`src/rtl/lfid_pkg.sv`:
```
package lfid_pkg;

	localparam int CMD_W    = 1;
	localparam int RID_W    = 12;
	localparam int GRANT_W  = 11;
	localparam int STATUS_W = 2;

	localparam int DEF_NUM_IDS       = 2048;
	localparam int DEF_MAP_WORD_BITS = 64;

	localparam logic [CMD_W-1:0] CMD_ALLOC   = 1'b0;
	localparam logic [CMD_W-1:0] CMD_RELEASE = 1'b1;

	localparam logic [STATUS_W-1:0] ST_OK     = 2'd0;
	localparam logic [STATUS_W-1:0] ST_FULL   = 2'd1;
	localparam logic [STATUS_W-1:0] ST_BAD_ID = 2'd2;

endpackage

```
`src/rtl/lowest_free_id_allocator_top.sv`:
```
// Lowest-free identifier allocator: one used bit per identifier, kept in a
// single-port-read map memory of MAP_WORD_BITS-wide words.
// Command channel (cmd_valid/cmd_ready): command 0 allocates the lowest free
// identifier, command 1 frees release_id. Response channel
// (rsp_valid/rsp_ready): one beat per command with granted_id and status
// (0 ok, 1 map full, 2 released identifier out of range).
// Operation: the controller handles one command at a time. An allocate
// reads map words upward from word 0 until one holds a free identifier
// or the last word is scanned. The scan streams one map word read per
// cycle through the memory's read port. A release reads and rewrites the
// one map word that holds release_id; an out of range release does not
// touch the map.
// Reset: the map memory is zeroed by a clearing pass of one word per cycle
// (32 words by default); cmd_ready stays low until it is done.
// Stall: the response sits in an output register; the next command is
// accepted while it waits, and its result is held back until the
// register drains.
module lowest_free_id_allocator_top #(
	parameter int NUM_IDS       = lfid_pkg::DEF_NUM_IDS,
	parameter int MAP_WORD_BITS = lfid_pkg::DEF_MAP_WORD_BITS
) (
	input  logic                          clk,
	input  logic                          arst_n,
	input  logic                          cmd_valid,
	output logic                          cmd_ready,
	input  logic [lfid_pkg::CMD_W-1:0]    command,
	input  logic [lfid_pkg::RID_W-1:0]    release_id,
	output logic                          rsp_valid,
	input  logic                          rsp_ready,
	output logic [lfid_pkg::GRANT_W-1:0]  granted_id,
	output logic [lfid_pkg::STATUS_W-1:0] status
);

	localparam int MAP_WORDS = (NUM_IDS + MAP_WORD_BITS - 1) / MAP_WORD_BITS;
	localparam int WAW       = (MAP_WORDS > 1) ? $clog2(MAP_WORDS) : 1;

	logic                     ram_we;
	logic [WAW-1:0]           ram_waddr;
	logic [MAP_WORD_BITS-1:0] ram_wdata;
	logic                     ram_re;
	logic [WAW-1:0]           ram_raddr;
	logic [MAP_WORD_BITS-1:0] ram_rdata;

	lfid_ram #(
		.WIDTH (MAP_WORD_BITS),
		.DEPTH (MAP_WORDS)
	) u_map (
		.clk   (clk),
		.we    (ram_we),
		.waddr (ram_waddr),
		.wdata (ram_wdata),
		.re    (ram_re),
		.raddr (ram_raddr),
		.rdata (ram_rdata)
	);

	lfid_ctrl #(
		.NUM_IDS       (NUM_IDS),
		.MAP_WORD_BITS (MAP_WORD_BITS)
	) u_ctrl (
		.clk        (clk),
		.arst_n     (arst_n),
		.cmd_valid  (cmd_valid),
		.cmd_ready  (cmd_ready),
		.command    (command),
		.release_id (release_id),
		.rsp_valid  (rsp_valid),
		.rsp_ready  (rsp_ready),
		.granted_id (granted_id),
		.status     (status),
		.ram_we     (ram_we),
		.ram_waddr  (ram_waddr),
		.ram_wdata  (ram_wdata),
		.ram_re     (ram_re),
		.ram_raddr  (ram_raddr),
		.ram_rdata  (ram_rdata)
	);

endmodule

```
`src/rtl/lfid_ram.sv`:
```
module lfid_ram #(
	parameter  int WIDTH = 64,
	parameter  int DEPTH = 32,
	localparam int AW    = (DEPTH > 1) ? $clog2(DEPTH) : 1
) (
	input  logic             clk,
	input  logic             we,
	input  logic [AW-1:0]    waddr,
	input  logic [WIDTH-1:0] wdata,
	input  logic             re,
	input  logic [AW-1:0]    raddr,
	output logic [WIDTH-1:0] rdata
);

	logic [WIDTH-1:0] mem [DEPTH];

	always_ff @(posedge clk) begin
		if (we) begin
			mem[waddr] <= wdata;
		end
		if (re) begin
			rdata <= mem[raddr];
		end
	end

endmodule

```
`src/rtl/lfid_find.sv`:
```
module lfid_find #(
	parameter  int WIDTH = 64,
	localparam int IW    = $clog2(WIDTH)
) (
	input  logic [WIDTH-1:0] word,
	output logic             found,
	output logic [IW-1:0]    idx
);

	logic [WIDTH-1:0] free;
	logic [WIDTH-1:0] lowest;

	assign free   = ~word;
	assign lowest = free & (~free + WIDTH'(1));
	assign found  = |free;

	always_comb begin
		idx = '0;
		for (int i = 0; i < WIDTH; i++) begin
			if (lowest[i]) begin
				idx = idx | IW'(i);
			end
		end
	end

endmodule

```
`src/rtl/lfid_ctrl.sv`:
```
module lfid_ctrl #(
	parameter  int NUM_IDS       = lfid_pkg::DEF_NUM_IDS,
	parameter  int MAP_WORD_BITS = lfid_pkg::DEF_MAP_WORD_BITS,
	localparam int MAP_WORDS     = (NUM_IDS + MAP_WORD_BITS - 1) / MAP_WORD_BITS,
	localparam int WAW           = (MAP_WORDS > 1) ? $clog2(MAP_WORDS) : 1
) (
	input  logic                          clk,
	input  logic                          arst_n,
	input  logic                          cmd_valid,
	output logic                          cmd_ready,
	input  logic [lfid_pkg::CMD_W-1:0]    command,
	input  logic [lfid_pkg::RID_W-1:0]    release_id,
	output logic                          rsp_valid,
	input  logic                          rsp_ready,
	output logic [lfid_pkg::GRANT_W-1:0]  granted_id,
	output logic [lfid_pkg::STATUS_W-1:0] status,
	output logic                          ram_we,
	output logic [WAW-1:0]                ram_waddr,
	output logic [MAP_WORD_BITS-1:0]      ram_wdata,
	output logic                          ram_re,
	output logic [WAW-1:0]                ram_raddr,
	input  logic [MAP_WORD_BITS-1:0]      ram_rdata
);

	localparam int RID_W     = lfid_pkg::RID_W;
	localparam int BIT_W     = $clog2(MAP_WORD_BITS);
	localparam int ID_W      = $clog2(MAP_WORDS * MAP_WORD_BITS);
	localparam int LAST_BITS = NUM_IDS - (MAP_WORDS - 1) * MAP_WORD_BITS;
	localparam int RECIP_SH  = 24;
	localparam int RECIP_W   = 25;
	localparam int PROD_W    = RID_W + RECIP_W;

	localparam logic [WAW-1:0]           LAST_WORD = WAW'(MAP_WORDS - 1);
	localparam logic [MAP_WORD_BITS-1:0] PAD_MASK  =
		~({MAP_WORD_BITS{1'b1}} >> (MAP_WORD_BITS - LAST_BITS));
	localparam logic [MAP_WORD_BITS-1:0] ONE       = MAP_WORD_BITS'(1);
	localparam logic [ID_W-1:0]          WORD_STEP = ID_W'(MAP_WORD_BITS);
	localparam logic [RECIP_W-1:0]       RECIP     =
		RECIP_W'((2 ** RECIP_SH + MAP_WORD_BITS - 1) / MAP_WORD_BITS);

	typedef enum logic [1:0] {
		S_CLEAR,
		S_IDLE,
		S_RUN,
		S_DONE
	} state_t;

	state_t                          state_q;
	logic [lfid_pkg::CMD_W-1:0]      cmd_q;
	logic [RID_W-1:0]                rid_q;
	logic [WAW-1:0]                  rd_addr_q;
	logic [ID_W-1:0]                 rd_base_q;
	logic                            issue_q;
	logic [BIT_W-1:0]                rel_bit_q;
	logic                            rd_pend_s1;
	logic [WAW-1:0]                  rd_word_s1;
	logic [ID_W-1:0]                 rd_base_s1;
	logic [lfid_pkg::GRANT_W-1:0]    res_granted_q;
	logic [lfid_pkg::STATUS_W-1:0]   res_status_q;
	logic                            rsp_valid_q;
	logic [lfid_pkg::GRANT_W-1:0]    granted_q;
	logic [lfid_pkg::STATUS_W-1:0]   status_q;

	logic [PROD_W-1:0]               rel_prod;
	logic [WAW-1:0]                  rel_quot;
	logic [RID_W-1:0]                rel_span;
	logic [RID_W-1:0]                rel_rem;
	logic                            rid_bad;
	logic                            rd_last_s1;
	logic [MAP_WORD_BITS-1:0]        masked;
	logic                            found;
	logic [BIT_W-1:0]                fidx;
	logic [lfid_pkg::GRANT_W-1:0]    alloc_id;

	assign rel_prod   = PROD_W'(release_id) * PROD_W'(RECIP);
	assign rel_quot   = rel_prod[RECIP_SH +: WAW];
	assign rel_span   = RID_W'(rd_addr_q) * RID_W'(MAP_WORD_BITS);
	assign rel_rem    = rid_q - rel_span;
	assign rid_bad    = 32'(release_id) >= NUM_IDS;
	assign rd_last_s1 = rd_word_s1 == LAST_WORD;
	assign masked     = ram_rdata | (rd_last_s1 ? PAD_MASK : '0);
	assign alloc_id   = lfid_pkg::GRANT_W'(rd_base_s1 + ID_W'(fidx));

	lfid_find #(
		.WIDTH (MAP_WORD_BITS)
	) u_find (
		.word  (masked),
		.found (found),
		.idx   (fidx)
	);

	assign cmd_ready  = state_q == S_IDLE;
	assign rsp_valid  = rsp_valid_q;
	assign granted_id = granted_q;
	assign status     = status_q;

	assign ram_re    = (state_q == S_RUN) && issue_q;
	assign ram_raddr = rd_addr_q;

	always_comb begin
		ram_we    = 1'b0;
		ram_waddr = rd_word_s1;
		ram_wdata = ram_rdata;
		if (state_q == S_CLEAR) begin
			ram_we    = 1'b1;
			ram_waddr = rd_addr_q;
			ram_wdata = '0;
		end else if (state_q == S_RUN && rd_pend_s1) begin
			if (cmd_q == lfid_pkg::CMD_RELEASE) begin
				ram_we    = 1'b1;
				ram_wdata = ram_rdata & ~(ONE << rel_bit_q);
			end else if (found) begin
				ram_we    = 1'b1;
				ram_wdata = ram_rdata | (ONE << fidx);
			end
		end
	end

	always_ff @(posedge clk or negedge arst_n) begin
		if (!arst_n) begin
			state_q     <= S_CLEAR;
			cmd_q       <= lfid_pkg::CMD_ALLOC;
			rd_addr_q   <= '0;
			issue_q     <= 1'b0;
			rd_pend_s1  <= 1'b0;
			rsp_valid_q <= 1'b0;
		end else begin
			rd_pend_s1 <= ram_re;
			if (ram_re) begin
				rd_addr_q  <= rd_addr_q + 1'b1;
				rd_base_q  <= rd_base_q + WORD_STEP;
				issue_q    <= (cmd_q == lfid_pkg::CMD_ALLOC) && (rd_addr_q != LAST_WORD);
				rd_word_s1 <= rd_addr_q;
				rd_base_s1 <= rd_base_q;
				rel_bit_q  <= rel_rem[BIT_W-1:0];
			end
			if (rsp_valid_q && rsp_ready && state_q != S_DONE) begin
				rsp_valid_q <= 1'b0;
			end
			unique case (state_q)
				S_CLEAR: begin
					rd_addr_q <= (rd_addr_q == LAST_WORD) ? '0 : rd_addr_q + 1'b1;
					if (rd_addr_q == LAST_WORD) begin
						state_q <= S_IDLE;
					end
				end
				S_IDLE: begin
					if (cmd_valid) begin
						cmd_q     <= command;
						rid_q     <= release_id;
						rd_base_q <= '0;
						issue_q   <= 1'b1;
						rd_addr_q <= (command == lfid_pkg::CMD_ALLOC) ? '0 : rel_quot;
						if (command == lfid_pkg::CMD_RELEASE && rid_bad) begin
							res_granted_q <= '0;
							res_status_q  <= lfid_pkg::ST_BAD_ID;
							state_q       <= S_DONE;
						end else begin
							state_q <= S_RUN;
						end
					end
				end
				S_RUN: begin
					if (rd_pend_s1) begin
						if (cmd_q == lfid_pkg::CMD_RELEASE) begin
							res_granted_q <= '0;
							res_status_q  <= lfid_pkg::ST_OK;
							state_q       <= S_DONE;
						end else if (found) begin
							res_granted_q <= alloc_id;
							res_status_q  <= lfid_pkg::ST_OK;
							state_q       <= S_DONE;
						end else if (rd_last_s1) begin
							res_granted_q <= '0;
							res_status_q  <= lfid_pkg::ST_FULL;
							state_q       <= S_DONE;
						end
					end
				end
				S_DONE: begin
					if (!rsp_valid_q || rsp_ready) begin
						rsp_valid_q <= 1'b1;
						granted_q   <= res_granted_q;
						status_q    <= res_status_q;
						state_q     <= S_IDLE;
					end
				end
				default: begin
					state_q <= S_IDLE;
				end
			endcase
		end
	end

	a_no_rw_collision: assert property (@(posedge clk) disable iff (!arst_n)
		ram_we && ram_re |-> ram_waddr != ram_raddr)
		else $error("map word written and read in the same cycle");

	a_no_stale_read: assert property (@(posedge clk) disable iff (!arst_n)
		state_q == S_IDLE |-> !rd_pend_s1)
		else $error("read data still in flight while idle");

	a_fail_grants_zero: assert property (@(posedge clk) disable iff (!arst_n)
		rsp_valid_q && status_q != lfid_pkg::ST_OK |-> granted_q == '0)
		else $error("failed beat carries a nonzero identifier");

	a_bad_id_fast: assert property (@(posedge clk) disable iff (!arst_n)
		cmd_valid && cmd_ready && command == lfid_pkg::CMD_RELEASE && rid_bad
		|=> state_q == S_DONE && res_status_q == lfid_pkg::ST_BAD_ID)
		else $error("out of range release did not bypass the map");

endmodule
```
`config.mk`:
```
export PLATFORM = sky130hd
export DESIGN_NAME = lowest_free_id_allocator_top
export DESIGN_NICKNAME = d
export VERILOG_FILES = /design/src/rtl/lfid_pkg.sv /design/src/rtl/lowest_free_id_allocator_top.sv /design/src/rtl/lfid_ram.sv /design/src/rtl/lfid_find.sv /design/src/rtl/lfid_ctrl.sv
export SDC_FILE = /design/constraint.sdc
export NUM_CORES = 2
export LEC_CHECK = 0
export BUFFER_PORTS_ARGS = -buffer_cell sky130_fd_sc_hd__buf_2
export CAP_MARGIN = 30
export CORE_UTILIZATION = 47
export CTS_BUF_LIST = sky130_fd_sc_hd__clkbuf_8 sky130_fd_sc_hd__clkbuf_16
export CTS_CLUSTER_DIAMETER = 40
export DETAILED_ROUTE_END_ITERATION = 7
export PLACE_DENSITY = 0.64
export RECOVER_POWER = 100
export SYNTH_ARGS = -nofsm -noshare
export SYNTH_HDL_FRONTEND = slang
export SYNTH_SLANG_ARGS = --single-unit
```
`constraint.sdc`:
```
create_clock -name clk -period 7.88 [get_ports clk]
set_clock_uncertainty 0.2 [all_clocks]
set_input_delay 0.788 -clock clk [delete_from_list [all_inputs] [get_ports clk]]
set_output_delay 0.788 -clock clk [all_outputs]
set_load 0.1 [all_outputs]
```
Word level (Yosys, flattened, before mapping)
Memory sizes are Yosys's and may differ from the RTL's. A register that Yosys moved wholly into a read port is not among the register bits.
Cells that the tools add are included.
{"block": "word_totals", "reg_bits": 76, "ram_bits": 2048, "in_bits": 17, "elab_cells": 237, "n_memories": 1}
{"block": "op_classes", "n_addsub": 5, "order_cmp": 1, "eq_ne": 13, "n_shift": 2, "n_mux": 176, "bitwise_logic": 7, "reduce_logical": 17}
{"name": "u_map.mem", "words": 32, "width": 64, "rd": 1, "rd_ports_with_merged_regs": 1, "write_ports": 1, "line": "lfid_ram.sv:15", "text": "logic [WIDTH-1:0] mem [DEPTH];"}
{"op": "64-bit two-way mux", "count": 10}
{"op": "11-bit two-way mux", "count": 25}
{"op": "6-bit two-way mux", "count": 34}
{"op": "64-bit NOT", "count": 3}
{"op": "64-bit AND", "count": 2}
{"op": "1-bit by 6-bit left shift with 64-bit output (first input constant)", "count": 2}
{"op": "5-bit two-way mux", "count": 22}
{"op": "2-bit two-way mux", "count": 45}
{"op": "64-bit by 1-bit adder with 64-bit output (second input constant)", "count": 1}
{"op": "64-bit bitwise OR", "count": 1}
{"op": "64-bit OR reduction", "count": 1}
{"op": "4-bit two-way mux", "count": 8}
{"op": "1-bit two-way mux", "count": 24}
{"op": "11-bit one-hot mux with 2 select lines", "count": 1}
{"op": "12-bit >= comparator (second input constant)", "count": 1}
{"op": "3-bit two-way mux", "count": 4}
{"op": "11-bit by 6-bit adder with 11-bit output", "count": 1}
{"op": "11-bit by 7-bit adder with 11-bit output (second input constant)", "count": 1}
{"op": "5-bit equality test (second input constant)", "count": 2}
{"op": "5-bit one-hot mux with 2 select lines", "count": 1}
{"op": "2-bit one-hot mux with 4 select lines", "count": 1}
{"op": "1-bit logical AND", "count": 6}
{"op": "2-bit by 1-bit inequality test with 1-bit output (second input constant)", "count": 3}
{"op": "2-bit inequality test (second input constant)", "count": 3}
{"op": "other kinds (16)", "count": 19}

Depth between registers and ports, before layout
{"block": "depth", "word_depth": 79, "depth_mapped": 13, "ltp_nobuf": 10}

Hierarchy
From an unflattened synthesis, not the netlist that was laid out.
{"block": "hier_totals", "hier_cells": 3762, "area_unflattened_um2": 85044.1}
{"mod": "lfid_ram", "n_inst": 1, "cells_per_inst": 3096, "area_per_inst_um2": 79605.1, "seq_area_each_um2": 63420.8}
{"mod": "lfid_ctrl", "n_inst": 1, "cells_per_inst": 436, "area_per_inst_um2": 4008.8, "seq_area_each_um2": 1866.8}
{"mod": "lfid_find", "n_inst": 1, "cells_per_inst": 230, "area_per_inst_um2": 1430.1, "seq_area_each_um2": 0.0}

Worst setup path after synthesis
Ideal clock, no wire load.
{"block": "synth_path", "path_type": "register to register", "from": "register u_ctrl.rd_addr_q[0] (netlist: u_ctrl.ram_raddr[0])", "to": "memory u_map.mem[1][0], enable pin", "arrival_ps": 4377, "t_required_ps": 7193, "slack_ps": 2817, "stages_incl_launch_ff": 8, "period_less_slack_ps": 5063, "path_cell_list": "dfrtp_1 > clkbuf_1 > clkbuf_1 > clkbuf_1 > inv_1 > nor3_1 > o21ai_1 > nor2_1"}
{"block": "synth_between", "elab_chain_cells": 1}
{"element": "start: declaration", "line": "lfid_ctrl.sv:51", "text": "logic [WAW-1:0] rd_addr_q;"}
{"element": "start signal: assignment", "line": "lfid_ctrl.sv:130", "text": "rd_addr_q <= rd_addr_q + 1'b1;"}
{"element": "start signal: assignment", "line": "lfid_ctrl.sv:142", "text": "rd_addr_q <= (rd_addr_q == LAST_WORD) ? '0 : rd_addr_q + 1'b1;"}
{"element": "start signal: assignment", "line": "lfid_ctrl.sv:153", "text": "rd_addr_q <= (command == lfid_pkg::CMD_ALLOC) ? '0 : rel_quot;"}
{"element": "5-bit two-way mux", "line": "lfid_ctrl.sv:104", "text": "if (state_q == S_CLEAR) begin"}
{"element": "end: declaration", "line": "lfid_ram.sv:15"}
Every way passes these cells.

Worst setup path in the final report
{"block": "layout_path", "from": "register u_map.rdata[16] (read register of u_map.mem)", "to": "memory u_map.mem[31][24] (data pin)"}
{"block": "layout_between", "elab_chain_cells": 64}
{"element": "start: declaration", "line": "lfid_ram.sv:12", "text": "output logic [WIDTH-1:0] rdata"}
{"element": "64-bit NOT *", "line": "lfid_find.sv:13", "text": "assign free = ~word;"}
{"element": "64-bit NOT", "line": "lfid_find.sv:14", "text": "assign lowest = free & (~free + WIDTH'(1));"}
{"element": "64-bit by 1-bit adder with 64-bit output", "line": "lfid_find.sv:14"}
{"element": "64-bit AND", "line": "lfid_find.sv:14"}
{"element": "5-bit two-way mux (16 in series)", "line": "lfid_find.sv:20", "text": "if (lowest[i]) begin"}
{"element": "6-bit two-way mux (32 in series)", "line": "lfid_find.sv:20"}
{"element": "1-bit by 6-bit left shift with 64-bit output", "line": "lfid_ctrl.sv:114", "text": "ram_wdata = ram_rdata | (ONE << fidx);"}
{"element": "64-bit bitwise OR", "line": "lfid_ctrl.sv:114"}
{"element": "[... 2 more ...]"}
{"element": "64-bit two-way mux *", "line": "lfid_ctrl.sv:108", "text": "end else if (state_q == S_RUN && rd_pend_s1) begin"}
{"element": "64-bit two-way mux *", "line": "lfid_ctrl.sv:104"}
{"element": "64-bit two-way mux *", "line": "lfid_ctrl.sv:109", "text": "if (cmd_q == lfid_pkg::CMD_RELEASE) begin"}
{"element": "64-bit two-way mux *", "line": "lfid_ctrl.sv:108"}
{"element": "64-bit two-way mux *", "line": "lfid_ctrl.sv:104"}
{"element": "64-bit two-way mux *", "line": "lfid_ctrl.sv:108"}
{"element": "64-bit two-way mux * (2 in series)", "line": "lfid_ctrl.sv:104"}
{"element": "via ram_wdata[24]", "line": "lowest_free_id_allocator_top.sv:39", "text": "logic [MAP_WORD_BITS-1:0] ram_wdata;"}
Mark *: on every way through the listed nets, which the timed path passes. The rest lies on a longest branch. The select of a mux whose other input is x is not followed.

==> summary.txt <==
Detailed routing
  • Via count: 43080
  • Routed WL: 233.6 mm
  • Via/cell ratio: about 6.4
  • Detailed Routing Iterations Pass 1: 5
  • DR WL/cell: about 35 um
  • DR iter-0 viols: between 5000 and 6000
  • DRT antenna net count: 0
  • DRC Markers: 0

Floorplan
  • Die Width: between 400 and 500 um
  • Num rows: 156
  • Core ar.: 180900 um2
  • Die Y: between 400 and 500 um
  • IO Pins: 32
  • Starting Density: 0.4742
  • Die area: 184300 um2

Final layout
  • Share of layout cells above drive strength 1: 0.2955
  • # nets final: around 4200
  • Filler cells: between 10000 and 15000
  • Finished Cell Area: 98820 um2
  • Area occupied by multi-input gates: approximately 20000 um2
  • Register area: about 65000 um2
  • Layout area overhead: 15.18%
  • Fin cells: 6714
  • Final design utilization: 0.5462

Clocking
  • CTS clk-pin slew, worst paths: roughly 0.06 ns
  • Number of post-CTS setup repair buffers: 0
  • Clock Tree Buf Depth: 4
  • Root buffer cell: clkbuf_16
  • Clock Latency Late Sink: a little over 0.9 ns
  • CTS tree: built
  • CTS sink count: between 2000 and 2500
  • Number of CTS-inserted buffers: slightly below 300
  • H-tree levels: 5

Power and ir drop
  • Max IR drop VDD: around 0.26 mV
  • Post-route total power: around 37 mW
  • Static leakage: roughly 31 nW
  • Power Dens Cells: 379.2 nW/um2

Yosys
  • Post-Syn Area: about 86000 um2
  • Ranking of synthesized cells by area: edfxtp_1, mux4_2, mux2_2, clkbuf_1, nand2_1
  • Synth top area share: 0.7578
  • Yosys cell types: just under 90
  • Cell taking the most area after synthesis: edfxtp_1
  • Syn_nets: a little under 4000
  • Seq/Total Area, Yosys: 0.7610
  • Most instantiated cells after synthesis: edfxtp_1, mux4_2, clkbuf_1, nand2_1, nor2_1
  • Synth warn: 0
  • Most frequent cell after synthesis: edfxtp_1
  • Avg Synthesized Cell Area: 22.42 um2
  • EDFF count, synth: 2165
  • Cells after Synth: around 3800
  • FFs w/ async S/R, synth: 0.005055
  • Ys flop type: edfxtp_1
  • #FFs+latches synth: between 2000 and 2500

Timing
  • Final hold vios: 0
  • Max Transition Viols Final: approximately 1400
  • Final worst slack: about 0.96 ns
  • Setup violators final: 0
  • Final min period: between 6 and 7 ns
  • RSZ-0062 raised after global routing: false
  • Fin Setup TNS: 0 ns
  • Tightest Pin Transition: ~3.4 ns
  • Headroom to the max-slew limit: -1.234
  • Fmax: ~140 MHz
  • Fin crit share: 0.8786
  • Worst Hold Slack: between 0.2 and 0.25 ns

Setup path
  • Crit end category: flop
  • Crit-path max FO: 32
  • Startpoint Class: flop
  • WS Path Type: reg2reg
  • WP data required: about 8.2 ns
  • Crit path DAT: 7.25 ns

Global route
  • Total GRT Usage: 0.2547
  • Total congestion overflow: 0
  • First-pass GRT wire length: between 300 and 400 mm
  • Initial antenna violation count: 7
  • Largest net degree at the start of global routing: 105
  • Vias in the first global route: 43600

Placement
  • Placed insts: 6189
  • Pre-CTS setup slack: between 1.5 and 2 ns
  • Placed cell areas: roughly 90000 um2
  • Dpl hpwl: 129.6 mm
  • RePlAce Congestion: between 1 and 1.5
  • Port Buffers: 31

Run status
  • Failing checks: max-capacitance violations, max-slew violations
  • Status: finished with violations

Min path
  • Tightest Hold Check Type: reg2reg

Run
  • Max cap viols: 45
## final cells by class
cell class / count / share of cell area
multi-input combinational: 1431 / 0.2003
antenna: 2 / 0.00005065
clock inverter: 199 / 0.01699
clock buffer: 298 / 0.07535
inverter: 25 / 0.0009623
timing repair buffer: 213 / 0.01564
tap: 2370 / 0.03001
sequential: 2176 / 0.6607
## registers in the layout, indices dropped and copies added, names as in the netlist, 2 cells and up
signal and cells:
u_ctrl.rd_base_q 5, u_ctrl.status 2, u_ctrl.state_q 2, u_ctrl.rel_bit_q 6, u_ctrl.rd_base_s1 5, u_ctrl.res_status_q 2, u_map.mem 2048, u_map.rdata 64
u_ctrl.rd_word_s1 5, u_ctrl.rid_q 6, u_ctrl.res_granted_q 11, u_ctrl.ram_raddr 5, u_ctrl.granted_id 11
## report_power, final
group / internal (mW) / total (mW) / switching, mW
Combinational: 3.93 / 9.50 / 5.57
Sequential: 15.0 / 15.6 / 0.599
Clock: 7.40 / 12.4 / 4.99
## cells in the final DEF, fill, tap and decap left out, drive strengths merged, types with 16 or more instances in the layout
cell type,count
clkbuf,404
nor4,26
edfxtp,2165
o21ai,57
nand3,56
nor3,39
nor2,85
nand2,100
o211ai,29
mux2,64
buf,90
dlygate4sd3,16
nand4,51
inv,99
mux4,640
clkinv,89
clkinvlp,22
a21oi,52
## final timing paths
path,from,endpoint,slack [ns],depth (start not counted)
setup / recovery,u_map.rdata[16],u_map.mem[31][24],0.96,11
hold / removal,u_ctrl.res_granted_q[1],u_ctrl.granted_id[1],0.22,0
setup reg to reg,u_map.rdata[16],u_map.mem[31][24],0.96,11
hold reg to reg,u_ctrl.res_granted_q[1],u_ctrl.granted_id[1],0.22,0
max in group asynchronous,arst_n,u_ctrl.ram_raddr[0],6.28,2
min in group asynchronous,arst_n,u_ctrl.rsp_valid,0.42,2
## routing by layer
layer | wire length, um | up-vias | track usage | share of wire
met3 | 16410 | 391 | 0.03934 | 0.070
met2 | 114600 | 1923 | 0.4098 | 0.49
met1 | 96070 | 23600 | 0.3632 | 0.41
met5 | 12 | - | 0 | 0.000051
met4 | 6508 | 2 | 0.07398 | 0.028
li1 | - | 17170 | - | -
## what timing repair did
item,4_1_cts,5_1_grt
hold buffers,16,0
endpoints found under the setup margin,0,0
hold endpoints to repair,25,0
resized for setup,0,0
## cells by family after synthesis
group,synth area share
multiplexers,0.1764
AO/OA/AOI/OAI,0.01822
XOR/XNOR,0.0008167
AND/OR/NAND/NOR,0.03207
buffers and inverters,0.01030
adder cells (fa/ha/maj),0.001167
flip-flops,0.7610
other,0.00004371
## critical path, cell delays in order (launching register included)
cell and delay (ns):
edfxtp_1 0.45, nand3_1 0.36, nor3_1 1.25, buf_4 0.43, nand2_1 0.15, nor4_1 0.60, a211o_1 0.27, or4_4 0.25
nor4b_2 0.92, a31oi_1 0.32, a211oi_4 0.37, clkbuf_1 0.93
(Power assumes the default switching activity.)
